`src/sv/pfra_pkg.sv`:
```
package pfra_pkg;

  localparam int COORD_FRAC_BITS = 10;
  // extra quotient bits of the force division: 2^(3F-16)
  localparam int MAG_SHIFT       = 3 * COORD_FRAC_BITS - 16;

  localparam int CFG_ADDR_W = 2;
  localparam int CFG_DATA_W = 16;

  localparam int IN_DATA_W  = 40;
  localparam int OUT_DATA_W = 64;

  // m * q2 is below 2^57
  localparam int MQ_W       = 57;
  localparam int SQRT_STEPS = 15;
  localparam int Q_STEPS    = 32;
  localparam int MAG_STEPS  = MQ_W + MAG_SHIFT;
  localparam int DIV_W      = MAG_STEPS;
  localparam int DEN_W      = 45;
  localparam int REM_W      = DEN_W + 1;
  localparam int QUO_W      = 48;
  localparam int CNT_W      = $clog2(MAG_STEPS);

  localparam logic [31:0] DEN_SCALE = 32'd25600;

  typedef enum logic [1:0] {
    CFG_COST_THRESHOLD,
    CFG_INFLUENCE_RADIUS,
    CFG_SAFETY_RADIUS,
    CFG_REPULSIVE_GAIN
  } cfg_reg_t;

  typedef enum logic [4:0] {
    OP_NONE,
    OP_LOAD,
    OP_SQX,
    OP_SQY,
    OP_RR,
    OP_SS,
    OP_GC,
    OP_SQ_INIT,
    OP_SQ_STEP,
    OP_Q1_INIT,
    OP_DIV_STEP,
    OP_MUL_DEN,
    OP_DEN_SAVE,
    OP_MUL_Q,
    OP_Q2_INIT,
    OP_MUL_M,
    OP_MAG_INIT,
    OP_ACC,
    OP_EMIT
  } dp_op_t;

  typedef struct packed {
    dp_op_t op;
    logic   axis;
  } pfra_cmd_t;

  typedef struct packed {
    logic hit;
    logic last;
    logic slot_free;
  } pfra_sts_t;

endpackage

```
`src/sv/potential_field_repulsion_accumulator.sv`:
```
// a cell outside the field skips the root and the divisions; an obstacle cell runs
// the 15-step root, the 32-step q1 division, then per axis the 32-step q2 division
// and the 71-step force division, all divisions on one shared divider
// throughput: one cell at a time; a result waits in an output register
// reset: synchronous active-low, restores register defaults and clears both sums
module potential_field_repulsion_accumulator (
  input  logic                              clk,
  input  logic                              rst_n,
  input  logic                              cfg_wr_en,
  input  logic [pfra_pkg::CFG_ADDR_W-1:0]   cfg_addr,
  input  logic [pfra_pkg::CFG_DATA_W-1:0]   cfg_wdata,
  input  logic                              in_tvalid,
  output logic                              in_tready,
  input  logic [pfra_pkg::IN_DATA_W-1:0]    in_tdata,   // offset_x, offset_y, cell_cost
  input  logic                              in_tlast,
  output logic                              out_tvalid,
  input  logic                              out_tready,
  output logic [pfra_pkg::OUT_DATA_W-1:0]   out_tdata   // force_x, force_y
);
  import pfra_pkg::*;

  pfra_cmd_t cmd;
  pfra_sts_t sts;

  pfra_ctrl u_ctrl (
    .clk       (clk),
    .rst_n     (rst_n),
    .in_tvalid (in_tvalid),
    .in_tready (in_tready),
    .cmd       (cmd),
    .sts       (sts)
  );

  pfra_dp u_dp (
    .clk        (clk),
    .rst_n      (rst_n),
    .cfg_wr_en  (cfg_wr_en),
    .cfg_addr   (cfg_addr),
    .cfg_wdata  (cfg_wdata),
    .in_tdata   (in_tdata),
    .in_tlast   (in_tlast),
    .out_tvalid (out_tvalid),
    .out_tready (out_tready),
    .out_tdata  (out_tdata),
    .cmd        (cmd),
    .sts        (sts)
  );

endmodule

```
`src/sv/pfra_dp.sv`:
```
module pfra_dp (
  input  logic                                clk,
  input  logic                                rst_n,
  input  logic                                cfg_wr_en,
  input  logic [pfra_pkg::CFG_ADDR_W-1:0]     cfg_addr,
  input  logic [pfra_pkg::CFG_DATA_W-1:0]     cfg_wdata,
  input  logic [pfra_pkg::IN_DATA_W-1:0]      in_tdata,
  input  logic                                in_tlast,
  output logic                                out_tvalid,
  input  logic                                out_tready,
  output logic [pfra_pkg::OUT_DATA_W-1:0]     out_tdata,
  input  pfra_pkg::pfra_cmd_t                 cmd,
  output pfra_pkg::pfra_sts_t                 sts
);
  import pfra_pkg::*;

  localparam logic signed [47:0] ACC_MAX = 48'sh7FFF_FFFF_FFFF;
  localparam logic signed [47:0] ACC_MIN = 48'sh8000_0000_0000;

  // configuration
  logic signed [7:0] thr_r;
  logic [14:0]       rad_r;
  logic [14:0]       safe_r;
  logic [15:0]       gain_r;

  // request
  logic signed [15:0] ox_r, oy_r;
  logic [15:0]        ax_r, ay_r;
  logic signed [7:0]  cost_r;
  logic               last_r;

  logic [63:0] prod_r;
  logic [31:0] d2_r;
  logic        hit_r, tri_r;
  logic [22:0] gc_r;
  logic [24:0] m_r;

  logic [29:0] sq_val_r;
  logic [16:0] sq_rem_r;
  logic [14:0] root_r;

  logic [REM_W-1:0] rem_r;
  logic [DIV_W-1:0] dvd_r;
  logic [DEN_W-1:0] dsr_r;
  logic [QUO_W-1:0] quo_r;
  logic             ovf_r;
  logic [31:0]      q1_r;
  logic [DEN_W-1:0] den_r;

  logic signed [47:0] sum_x_r, sum_y_r;
  logic               out_tvalid_r;
  logic [OUT_DATA_W-1:0] out_data_r;

  logic signed [7:0] cost_cap;
  logic [7:0]        abs_c;
  logic [31:0]       mul_a, mul_b;
  logic [63:0]       prod_nxt;

  always_comb begin
    cost_cap = (cost_r > 8'sd100) ? 8'sd100 : cost_r;
    abs_c    = cost_cap[7] ? 8'(-cost_cap) : cost_cap;
  end

  // shared multiplier, operands chosen by the current step
  always_comb begin
    mul_a = '0;
    mul_b = '0;
    case (cmd.op)
      OP_SQX: begin
        mul_a = 32'(ax_r);
        mul_b = 32'(ax_r);
      end
      OP_SQY: begin
        mul_a = 32'(ay_r);
        mul_b = 32'(ay_r);
      end
      OP_RR: begin
        mul_a = 32'(rad_r);
        mul_b = 32'(rad_r);
      end
      OP_SS: begin
        mul_a = 32'(safe_r);
        mul_b = 32'(safe_r);
      end
      OP_GC: begin
        mul_a = 32'(gain_r);
        mul_b = 32'(abs_c);
      end
      OP_MUL_DEN: begin
        mul_a = DEN_SCALE;
        mul_b = d2_r;
      end
      OP_MUL_Q: begin
        mul_a = q1_r;
        mul_b = cmd.axis ? 32'(ay_r) : 32'(ax_r);
      end
      OP_MUL_M: begin
        mul_a = 32'(m_r);
        mul_b = quo_r[31:0];
      end
      default: ;
    endcase
    prod_nxt = 64'(mul_a) * 64'(mul_b);
  end

  // square root digit step
  logic [18:0] sq_sh;
  logic [16:0] sq_trial;
  logic        sq_ge;
  always_comb begin
    sq_sh    = {sq_rem_r, sq_val_r[29:28]};
    sq_trial = {root_r, 2'b01};
    sq_ge    = sq_sh >= {2'b00, sq_trial};
  end

  // restoring divider step
  logic [REM_W-1:0] dv_trial;
  logic             dv_ge;
  always_comb begin
    dv_trial = {rem_r[REM_W-2:0], dvd_r[DIV_W-1]};
    dv_ge    = dv_trial >= {1'b0, dsr_r};
  end

  // signed term and saturating add
  logic               o_zero, o_pos, t_neg;
  logic [46:0]        mag;
  logic signed [47:0] term, sum_sel;
  logic signed [48:0] sum_ext;
  logic signed [47:0] sum_nxt;
  always_comb begin
    o_zero  = cmd.axis ? (oy_r == 16'sd0) : (ox_r == 16'sd0);
    o_pos   = cmd.axis ? (oy_r > 16'sd0) : (ox_r > 16'sd0);
    t_neg   = cost_r[7] != o_pos;
    mag     = (ovf_r || quo_r[QUO_W-1]) ? 47'h7FFF_FFFF_FFFF : quo_r[46:0];
    if (o_zero || cost_r == 8'sd0) term = '0;
    else if (t_neg)                term = -$signed({1'b0, mag});
    else                           term = $signed({1'b0, mag});
    sum_sel = cmd.axis ? sum_y_r : sum_x_r;
    sum_ext = 49'(sum_sel) + 49'(term);
    if (sum_ext > 49'(ACC_MAX))      sum_nxt = ACC_MAX;
    else if (sum_ext < 49'(ACC_MIN)) sum_nxt = ACC_MIN;
    else                             sum_nxt = sum_ext[47:0];
  end

  function automatic logic [31:0] sat32(input logic signed [47:0] v);
    logic [31:0] r;
    if (v[47:31] == '0 || v[47:31] == '1) r = v[31:0];
    else if (v[47])                       r = 32'h8000_0000;
    else                                  r = 32'h7FFF_FFFF;
    return r;
  endfunction

  always_ff @(posedge clk) begin
    if (!rst_n) begin
      thr_r        <= 8'sd50;
      rad_r        <= 15'd2560;
      safe_r       <= 15'd819;
      gain_r       <= 16'd5120;
      sum_x_r      <= '0;
      sum_y_r      <= '0;
      out_tvalid_r <= 1'b0;
    end else begin
      if (cfg_wr_en) begin
        unique case (cfg_reg_t'(cfg_addr))
          CFG_COST_THRESHOLD:   thr_r  <= cfg_wdata[7:0];
          CFG_INFLUENCE_RADIUS: rad_r  <= cfg_wdata[14:0];
          CFG_SAFETY_RADIUS:    safe_r <= cfg_wdata[14:0];
          CFG_REPULSIVE_GAIN:   gain_r <= cfg_wdata[15:0];
          default: ;
        endcase
      end
      if (cmd.op == OP_EMIT) begin
        out_tvalid_r <= 1'b1;
        sum_x_r      <= '0;
        sum_y_r      <= '0;
      end else begin
        if (out_tready) out_tvalid_r <= 1'b0;
        if (cmd.op == OP_ACC) begin
          if (cmd.axis) sum_y_r <= sum_nxt;
          else          sum_x_r <= sum_nxt;
        end
      end
    end
  end

  always_ff @(posedge clk) begin
    prod_r <= prod_nxt;
    case (cmd.op)
      OP_LOAD: begin
        ox_r   <= in_tdata[15:0];
        oy_r   <= in_tdata[31:16];
        cost_r <= in_tdata[39:32];
        ax_r   <= in_tdata[15] ? 16'(-in_tdata[15:0]) : in_tdata[15:0];
        ay_r   <= in_tdata[31] ? 16'(-in_tdata[31:16]) : in_tdata[31:16];
        last_r <= in_tlast;
      end
      OP_SQY: d2_r <= prod_r[31:0];
      OP_RR:  d2_r <= d2_r + prod_r[31:0];
      OP_SS:  hit_r <= (cost_r > thr_r) && (d2_r != '0) && (d2_r < prod_r[31:0]);
      OP_GC:  tri_r <= d2_r < prod_r[31:0];
      OP_SQ_INIT: begin
        gc_r     <= prod_r[22:0];
        sq_val_r <= d2_r[29:0];
        sq_rem_r <= '0;
        root_r   <= '0;
      end
      OP_SQ_STEP: begin
        sq_val_r <= {sq_val_r[27:0], 2'b00};
        if (sq_ge) begin
          sq_rem_r <= 17'(sq_sh - {2'b00, sq_trial});
          root_r   <= {root_r[13:0], 1'b1};
        end else begin
          sq_rem_r <= 17'(sq_sh);
          root_r   <= {root_r[13:0], 1'b0};
        end
      end
      OP_Q1_INIT: begin
        m_r   <= tri_r ? 25'(gc_r) + {1'b0, gc_r, 1'b0} : 25'(gc_r);
        rem_r <= REM_W'(rad_r - root_r);
        dvd_r <= '0;
        dsr_r <= DEN_W'(rad_r);
        quo_r <= '0;
        ovf_r <= 1'b0;
      end
      OP_DIV_STEP: begin
        rem_r <= dv_ge ? dv_trial - {1'b0, dsr_r} : dv_trial;
        dvd_r <= {dvd_r[DIV_W-2:0], 1'b0};
        quo_r <= {quo_r[QUO_W-2:0], dv_ge};
        ovf_r <= ovf_r | quo_r[QUO_W-1];
      end
      OP_MUL_DEN:  q1_r  <= quo_r[31:0];
      OP_DEN_SAVE: den_r <= prod_r[DEN_W-1:0];
      OP_Q2_INIT: begin
        // high part of q1*|o| is already below d2
        rem_r <= REM_W'(prod_r[46:32]);
        dvd_r <= {prod_r[31:0], (DIV_W-32)'(0)};
        dsr_r <= DEN_W'(d2_r[29:0]);
        quo_r <= '0;
        ovf_r <= 1'b0;
      end
      OP_MAG_INIT: begin
        rem_r <= '0;
        dvd_r <= {prod_r[MQ_W-1:0], MAG_SHIFT'(0)};
        dsr_r <= den_r;
        quo_r <= '0;
        ovf_r <= 1'b0;
      end
      OP_EMIT: out_data_r <= {sat32(sum_y_r), sat32(sum_x_r)};
      default: ;
    endcase
  end

  assign out_tvalid = out_tvalid_r;
  assign out_tdata  = out_data_r;
  assign sts        = '{hit: hit_r, last: last_r, slot_free: !out_tvalid_r || out_tready};

  a_emit_clears: assert property (@(posedge clk) disable iff (!rst_n)
    cmd.op == OP_EMIT |=> sum_x_r == '0 && sum_y_r == '0 && out_tvalid_r)
    else $error("accumulators not cleared on emit");

  a_q1_fits: assert property (@(posedge clk) disable iff (!rst_n)
    cmd.op == OP_MUL_DEN |-> quo_r[QUO_W-1:32] == '0 && !ovf_r)
    else $error("q1 quotient wider than 32 bits");

  a_emit_slot: assert property (@(posedge clk) disable iff (!rst_n)
    cmd.op == OP_EMIT |-> !out_tvalid_r || out_tready)
    else $error("emit overwrote a pending result");

endmodule

```
`src/sv/pfra_ctrl.sv`:
```
module pfra_ctrl (
  input  logic                 clk,
  input  logic                 rst_n,
  input  logic                 in_tvalid,
  output logic                 in_tready,
  output pfra_pkg::pfra_cmd_t  cmd,
  input  pfra_pkg::pfra_sts_t  sts
);
  import pfra_pkg::*;

  typedef enum logic [4:0] {
    S_IDLE, S_SQX, S_SQY, S_RR, S_SS, S_GC, S_SQ_INIT, S_SQ_STEP,
    S_Q1_INIT, S_Q1_DIV, S_MUL_DEN, S_DEN_SAVE, S_MUL_Q, S_Q2_INIT,
    S_Q2_DIV, S_MUL_M, S_MAG_INIT, S_MAG_DIV, S_ACC, S_EMIT
  } state_t;

  state_t           state_r;
  logic [CNT_W-1:0] cnt_r;
  logic             axis_r;

  always_comb begin
    cmd.axis = axis_r;
    unique case (state_r)
      S_IDLE:     cmd.op = in_tvalid ? OP_LOAD : OP_NONE;
      S_SQX:      cmd.op = OP_SQX;
      S_SQY:      cmd.op = OP_SQY;
      S_RR:       cmd.op = OP_RR;
      S_SS:       cmd.op = OP_SS;
      S_GC:       cmd.op = OP_GC;
      S_SQ_INIT:  cmd.op = OP_SQ_INIT;
      S_SQ_STEP:  cmd.op = OP_SQ_STEP;
      S_Q1_INIT:  cmd.op = OP_Q1_INIT;
      S_MUL_DEN:  cmd.op = OP_MUL_DEN;
      S_DEN_SAVE: cmd.op = OP_DEN_SAVE;
      S_MUL_Q:    cmd.op = OP_MUL_Q;
      S_Q2_INIT:  cmd.op = OP_Q2_INIT;
      S_MUL_M:    cmd.op = OP_MUL_M;
      S_MAG_INIT: cmd.op = OP_MAG_INIT;
      S_ACC:      cmd.op = OP_ACC;
      S_EMIT:     cmd.op = sts.slot_free ? OP_EMIT : OP_NONE;
      S_Q1_DIV, S_Q2_DIV, S_MAG_DIV: cmd.op = OP_DIV_STEP;
      default:    cmd.op = OP_NONE;
    endcase
  end

  assign in_tready = state_r == S_IDLE;

  always_ff @(posedge clk) begin
    if (!rst_n) begin
      state_r <= S_IDLE;
      cnt_r   <= '0;
      axis_r  <= 1'b0;
    end else begin
      unique case (state_r)
        S_IDLE: if (in_tvalid) state_r <= S_SQX;
        S_SQX:  state_r <= S_SQY;
        S_SQY:  state_r <= S_RR;
        S_RR:   state_r <= S_SS;
        S_SS:   state_r <= S_GC;
        S_GC: begin
          if (sts.hit)       state_r <= S_SQ_INIT;
          else if (sts.last) state_r <= S_EMIT;
          else               state_r <= S_IDLE;
        end
        S_SQ_INIT: begin
          cnt_r   <= '0;
          state_r <= S_SQ_STEP;
        end
        S_SQ_STEP: begin
          cnt_r <= cnt_r + 1'b1;
          if (cnt_r == CNT_W'(SQRT_STEPS - 1)) state_r <= S_Q1_INIT;
        end
        S_Q1_INIT: begin
          cnt_r   <= '0;
          state_r <= S_Q1_DIV;
        end
        S_Q1_DIV: begin
          cnt_r <= cnt_r + 1'b1;
          if (cnt_r == CNT_W'(Q_STEPS - 1)) state_r <= S_MUL_DEN;
        end
        S_MUL_DEN: state_r <= S_DEN_SAVE;
        S_DEN_SAVE: begin
          axis_r  <= 1'b0;
          state_r <= S_MUL_Q;
        end
        S_MUL_Q: state_r <= S_Q2_INIT;
        S_Q2_INIT: begin
          cnt_r   <= '0;
          state_r <= S_Q2_DIV;
        end
        S_Q2_DIV: begin
          cnt_r <= cnt_r + 1'b1;
          if (cnt_r == CNT_W'(Q_STEPS - 1)) state_r <= S_MUL_M;
        end
        S_MUL_M: state_r <= S_MAG_INIT;
        S_MAG_INIT: begin
          cnt_r   <= '0;
          state_r <= S_MAG_DIV;
        end
        S_MAG_DIV: begin
          cnt_r <= cnt_r + 1'b1;
          if (cnt_r == CNT_W'(MAG_STEPS - 1)) state_r <= S_ACC;
        end
        S_ACC: begin
          if (!axis_r) begin
            axis_r  <= 1'b1;
            state_r <= S_MUL_Q;
          end else if (sts.last) begin
            state_r <= S_EMIT;
          end else begin
            state_r <= S_IDLE;
          end
        end
        S_EMIT: if (sts.slot_free) state_r <= S_IDLE;
        default: state_r <= S_IDLE;
      endcase
    end
  end

  a_miss_short: assert property (@(posedge clk) disable iff (!rst_n)
    state_r == S_GC && !sts.hit |=> state_r == S_IDLE || state_r == S_EMIT)
    else $error("cell outside the field entered the datapath");

  a_emit_done: assert property (@(posedge clk) disable iff (!rst_n)
    state_r == S_EMIT && sts.slot_free |=> state_r == S_IDLE)
    else $error("emit did not finish");

  a_two_axes: assert property (@(posedge clk) disable iff (!rst_n)
    state_r == S_ACC && !axis_r |=> state_r == S_MUL_Q && axis_r)
    else $error("y axis skipped");

endmodule
```
`config.mk`:
```
export PLATFORM = sky130hd
export DESIGN_NAME = potential_field_repulsion_accumulator
export DESIGN_NICKNAME = d
export VERILOG_FILES = /design/src/sv/pfra_pkg.sv /design/src/sv/potential_field_repulsion_accumulator.sv /design/src/sv/pfra_dp.sv /design/src/sv/pfra_ctrl.sv
export SDC_FILE = /design/constraint.sdc
export NUM_CORES = 2
export LEC_CHECK = 0
export ABC_AREA = 0
export ABC_CLOCK_PERIOD_IN_PS = 10570
export BUFFER_PORTS_ARGS = -buffer_cell sky130_fd_sc_hd__buf_2
export CAP_MARGIN = 0
export CORE_MARGIN = 3
export CORE_UTILIZATION = 55
export DETAILED_ROUTE_END_ITERATION = 6
export PLACE_DENSITY = 0.82
export SLEW_MARGIN = 30
export SYNTH_ARGS = -nofsm -noshare
export SYNTH_HDL_FRONTEND = slang
export SYNTH_SLANG_ARGS = --single-unit
```
`constraint.sdc`:
```
create_clock -name clk -period 10.57 [get_ports clk]
set_clock_uncertainty 0.15 [all_clocks]
set_input_delay 0.5285 -clock clk [delete_from_list [all_inputs] [get_ports clk]]
set_output_delay 0.5285 -clock clk [all_outputs]
set_load 0.02 [all_outputs]
```
[Word level (Yosys, flattened, before mapping)]
Cells that the tools add are included.
Storage, ports and cells
  flip-flop bits (word level): 789
  bits of input ports: 64
  output and inout bits: 66
  word-level logic and storage cells: 197
Cells by class
  add/subtract/negate cells: 11
  multipliers: 1
  order comparisons: 9
  equal/unequal tests: 52
  muxes and demuxes: 49
  bitwise operators: 3
  reductions and logical operators: 36
Operators with widths (count)
  $pmux 32 s8: 2
  $pmux 71 s4: 1
  $mux 48: 5
  $pmux 45 s4: 1
  $pmux 45 s3: 1
  $mux 32: 4
  $pmux 5 s20: 1
  $pmux 48 s2: 1
  $pmux 5 s18: 1
  $eq 5x4->1 const B: 16
  $pmux 32 s2: 1
  $pmux 30 s2: 1
  $mul 32x32->57: 1
  $mux 5: 10
  $add 48x48->49: 1
  $gt 49x48->1 const B: 1
  $lt 49x48->1 const B: 1
  $neg 47->48: 1
  $mux 47: 1
  $ge 46x45->1: 1
  $mux 45: 1
  $sub 45x45->45: 1
  $eq 5x3->1 const B: 8
  $eq 5x5->1 const B: 7
  52 further kinds: 92

[Depth between registers and ports, before layout]
  depth in word-level cells: 9
  mapped depth: 38
  mapped depth without buffers: 36

[Cells and area by module]
A second synthesis with hierarchy kept.
Unflattened totals
  cell total of the unflattened synthesis: 7849
  area, all modules: 73614.4 um^2
By module, submodules not included
  pfra_dp: instances 1, cells each 7688, area each 72435.7 um^2, sequential area each 20739.9 um^2
  pfra_ctrl: instances 1, cells each 161, area each 1178.6 um^2, sequential area each 260.2 um^2

[Worst setup path after synthesis]
Ideal clock, no wire load.
  path type: register to register
  start point: register u_ctrl.state_r[0]
  end point: register u_dp.prod_r[51]
  library setup time: 0.072 ns
  data arrival time: 9.603 ns
  required time: 10.348 ns
  setup slack: 0.745 ns
  stages on the path, launching flop included: 34
  path buffers: 4
  clock period less this slack: 9.825 ns
  cells stage by stage: dfxtp_1 -> clkbuf_1 -> or2_2 -> nor2_1 -> clkbuf_1 -> clkbuf_1 -> clkbuf_1 -> a22oi_1 -> nor2_1 -> fa_1 -> inv_1 -> fa_1 -> inv_1 -> fa_1 -> inv_1 -> fa_1 -> inv_1 -> fa_1 -> fa_1 -> fa_1 -> inv_1 -> fa_1 -> inv_1 -> ha_1 -> a21o_1 -> a21oi_1 -> o21a_1 -> o211a_1 -> a21bo_2 -> o41ai_2 -> a221o_1 -> a41oi_1 -> o21ai_0 -> xor2_1
Between the ends
  longest elaborated chain between the ends: 6
Ends and longest elaborated chain
  start, declared: RTL line pfra_ctrl.sv:17  | state_t state_r;
  start signal, assigned: RTL line pfra_ctrl.sv:50  | state_r <= S_IDLE;
  start signal, assigned: RTL line pfra_ctrl.sv:55  | S_IDLE: if (in_tvalid) state_r <= S_SQX;
  start signal, assigned: RTL line pfra_ctrl.sv:56  | S_SQX: state_r <= S_SQY;
  $eq 5x4->1 / $eq 5x5->1 (equally long branches): RTL line pfra_ctrl.sv:23  | unique case (state_r)
  $reduce_or 3->1: RTL line pfra_ctrl.sv:23
  $pmux 5 s18 *: RTL line pfra_ctrl.sv:23
  $eq 5x4->1, or another cell as far along: RTL line pfra_dp.sv:68  | case (cmd.op)
  $pmux 32 s8: RTL line pfra_dp.sv:68
  $mul 32x32->57 *: RTL line pfra_dp.sv:103  | prod_nxt = 64'(mul_a) * 64'(mul_b);
  net u_dp.prod_nxt[51]: RTL line pfra_dp.sv:57  | logic [63:0] prod_nxt;
  end signal, assigned: RTL line pfra_dp.sv:187  | prod_r <= prod_nxt;
  end, declared: RTL line pfra_dp.sv:32  | logic [63:0] prod_r;
The timed path passes the listed nets; every way through them passes the cells marked *.
A chain may end at the register's enable or synchronous reset.

[Final worst setup path]
  start point: register u_ctrl.state_r[4]
  end point: register u_dp.prod_r[51]
The elaborated chain is that of the path after synthesis.

==> summary.txt <==
Pwr
  • Peak VDD IR: 0.293 mV
  • Leakage: 35.8 nW
  • Overall power: 12.7 mW
  • PwrDens: 157 nW/um^2

STA
  • Setup violators final: 0
  • Max-slew violations: 0
  • Period minus WS final: 10.26 ns
  • Final setup TNS: 0 ns
  • Period utilization: 0.970
  • Max Clk Rate: 0.0975 GHz
  • Final hold viol count: 0
  • RSZ-0062 raised after global routing: false
  • Max-slew headroom: 0.275
  • Worst Max-Slew Pin Slew: 1.08 ns

Global route
  • Initial antenna violation count: 7
  • Vias in the first global route: 62000
  • Gr ovfl total: 0
  • Largest net degree at the start of global routing: 88
  • First-pass GRT wire length: 361000 um
  • Global Route Usage Sum: 0.343

Final layout
  • Most frequent cells in the layout: inv_1, fa_1, nor2_1, nand2_1, edfxtp_1
  • Area Overhead vs Synth: 9.98%
  • Nets@finish: 9398
  • Commonest non-fill, non-tap cell in the layout: inv_1
  • Share of layout cells above drive strength 1: 0.0872

CTS
  • Clock Tree Buf Depth: 3
  • Reg clk slew, reported paths: 0.07 ns
  • H-tree Lvls: 3
  • CTS tree: done
  • TritonCTS buffer count: 82
  • CTS Root Cell: clkbuf_16
  • Worst-Skew Late Latency: 0.68 ns
  • Clk sinks: 773

Placed design
  • I/O Buffers: 129
  • Gpl congestion: 1.05
  • Post-DP HPWL: 183000 um

Floorplan
  • Die W: 372 um
  • Initial core utilization: 0.557
  • Core ar.: 132000 um^2
  • Die ar.: 138000 um^2
  • Cell Rows: 133
  • Die Ht: 372 um
  • Top Ports: 130

Worst setup path
  • Data arrival time of the critical path: 10.63 ns
  • Critical Path RT: 10.94 ns
  • Worst Path Max Fanout: 16
  • Critical path's slowest cell: a211oi_4
  • Crit. End Element: flip-flop
  • Most common cell on crit path: fa_1
  • Startpoint Class: flip-flop
  • Kind of critical path: reg2reg
  • Max incr delay on CP: 0.67 ns

Outcome
  • Outcome: finished with violations
  • Failing checks: DRC

Routing
  • DR DRC count: 30
  • Routed vias: 60700
  • Routed length per instance: 24.1 um
  • Via/cell ratio: 6.17
  • First-pass DRT Iterations: 7
  • Initial DRC count: 7080
  • DRT Wirelength: 237000 um
  • Detail Route Antenna Nets: 0

Worst hold path
  • Hold crit path type: in2reg

Synthesis
  • Post-synthesis sequential area ratio: 0.285
  • EDFF count, synth: 552
  • Register bit count reported by yosys: 773
  • Top_reg_cell synth: edfxtp_1
  • Syn Inst Count: 7835
  • Cell variety after synth: 96
  • Post-synthesis async set-or-reset flop share: 0
  • Synth Cell Area: 73700 um^2
  • Syn_area_per_cell: 9.40 um^2
  • Synth Warn #: 0

Job
  • Maxcap violations: 0
power breakdown:
group / total [mW] / switching, mW / leakage (nW) / internal (mW)
combinational: 5.84 / 3.69 / 27.7 / 2.15
sequential: 3.88 / 0.387 / 6.70 / 3.50
clock: 3.00 / 1.33 / 1.33 / 1.67
final cells by class:
cell class	instances	area (um^2)
fillers	10600	51300
flip-flops and latches	773	21000
clock buffers	100	2210
multi-input cells	5519	47400
diodes	12	30.0
well taps	1755	2200
clock inverters	51	566
inverters	1229	4610
repair buffers	404	2990
state kept, by name, summed over array words and instances (netlist names), 25 cells and up:
name,flops
u_dp.d2_r,32
u_dp.den_r,45
u_dp.m_r,25
u_dp.prod_r,57
u_dp.rem_r,45
u_dp.sq_val_r,30
u_dp.out_tdata,64
u_dp.dvd_r,57
u_dp.sum_x_r,48
u_dp.quo_r,48
u_dp.sum_y_r,48
u_dp.dsr_r,45
u_dp.q1_r,32
logic make-up after synthesis:
group	after synthesis	share of synthesized area
simple gates	2307	0.139
buf+inv	1627	0.0838
compound gates	1464	0.135
fa+ha+maj	1325	0.315
flops	773	0.285
xor+xnor	254	0.0302
mux	83	0.0119
other cells	2	0.000102
layer usage:
| metal | up-vias | GRT usage | routed length (um) | part of all wire |
|---|---|---|---|---|
| met3 | 959 | 0.0996 | 28200 | 0.12 |
| met1 | 29700 | 0.415 | 83700 | 0.35 |
| met2 | 3663 | 0.537 | 107000 | 0.45 |
| li1 | 26300 | - | - | - |
| met4 | 2 | 0.222 | 18600 | 0.078 |
| met5 | - | 0 | 8 | 0.000034 |
Yosys cell counts (84+ instances only):
| library cell | number | area share |
|---|---|---|
| xnor2_1 | 179 | 0.021 |
| ha_1 | 443 | 0.075 |
| inv_1 | 1228 | 0.063 |
| nand2_1 | 789 | 0.040 |
| a21oi_1 | 322 | 0.022 |
| nand3_1 | 123 | 0.0084 |
| and2_1 | 84 | 0.0071 |
| clkbuf_1 | 348 | 0.018 |
| nor2_1 | 846 | 0.043 |
| fa_1 | 882 | 0.24 |
| o21ai_0 | 336 | 0.023 |
| dfxtp_1 | 221 | 0.060 |
| a21o_1 | 126 | 0.013 |
| edfxtp_1 | 552 | 0.23 |
worst paths after layout:
path / start / to / slack [ns] / depth (start not counted)
max: u_ctrl.state_r[4] / u_dp.prod_r[51] / 0.31 / 33
min: cfg_wdata[1] / u_dp.rad_r[1] / 0.02 / 3
max reg2reg: u_ctrl.state_r[4] / u_dp.prod_r[51] / 0.31 / 33
min reg2reg: u_dp.safe_r[2] / u_dp.safe_r[2] / 0.31 / 2
critical path: cells and delay by family, from the launching register on:
kind,cells,cell delay (ns)
fa+ha+maj,9,4.36
simple gates,5,0.79
compound gates,11,3.26
buf+inv,7,0.89
xor+xnor,1,0.16
flops,1,0.48
repair_timing:
item | CTS | global route
endpoints found under the setup margin | 0 | 14
resized for setup | 0 | 9
setup buffers | 0 | 6
endpoints found under the hold margin | 39 | 0
hold buffers | 39 | 0
metrics by stage:
step                hold WS [ns]  cells  worst slack [ns]  utilization  area (um^2)
finish                    0.0233   9843             0.313        0.612        81000
global route              0.0163   9831          0.000677        0.612        81000
CTS                      0.00312   9823             0.315        0.611        80900
detailed placement         0.300   9633             0.369        0.587        77700
global placement           0.292   9622             0.441        0.586        77500
floorplan                  0.274   7917             0.745            -        74000
Note: power is estimated with default switching activity, not from simulation.
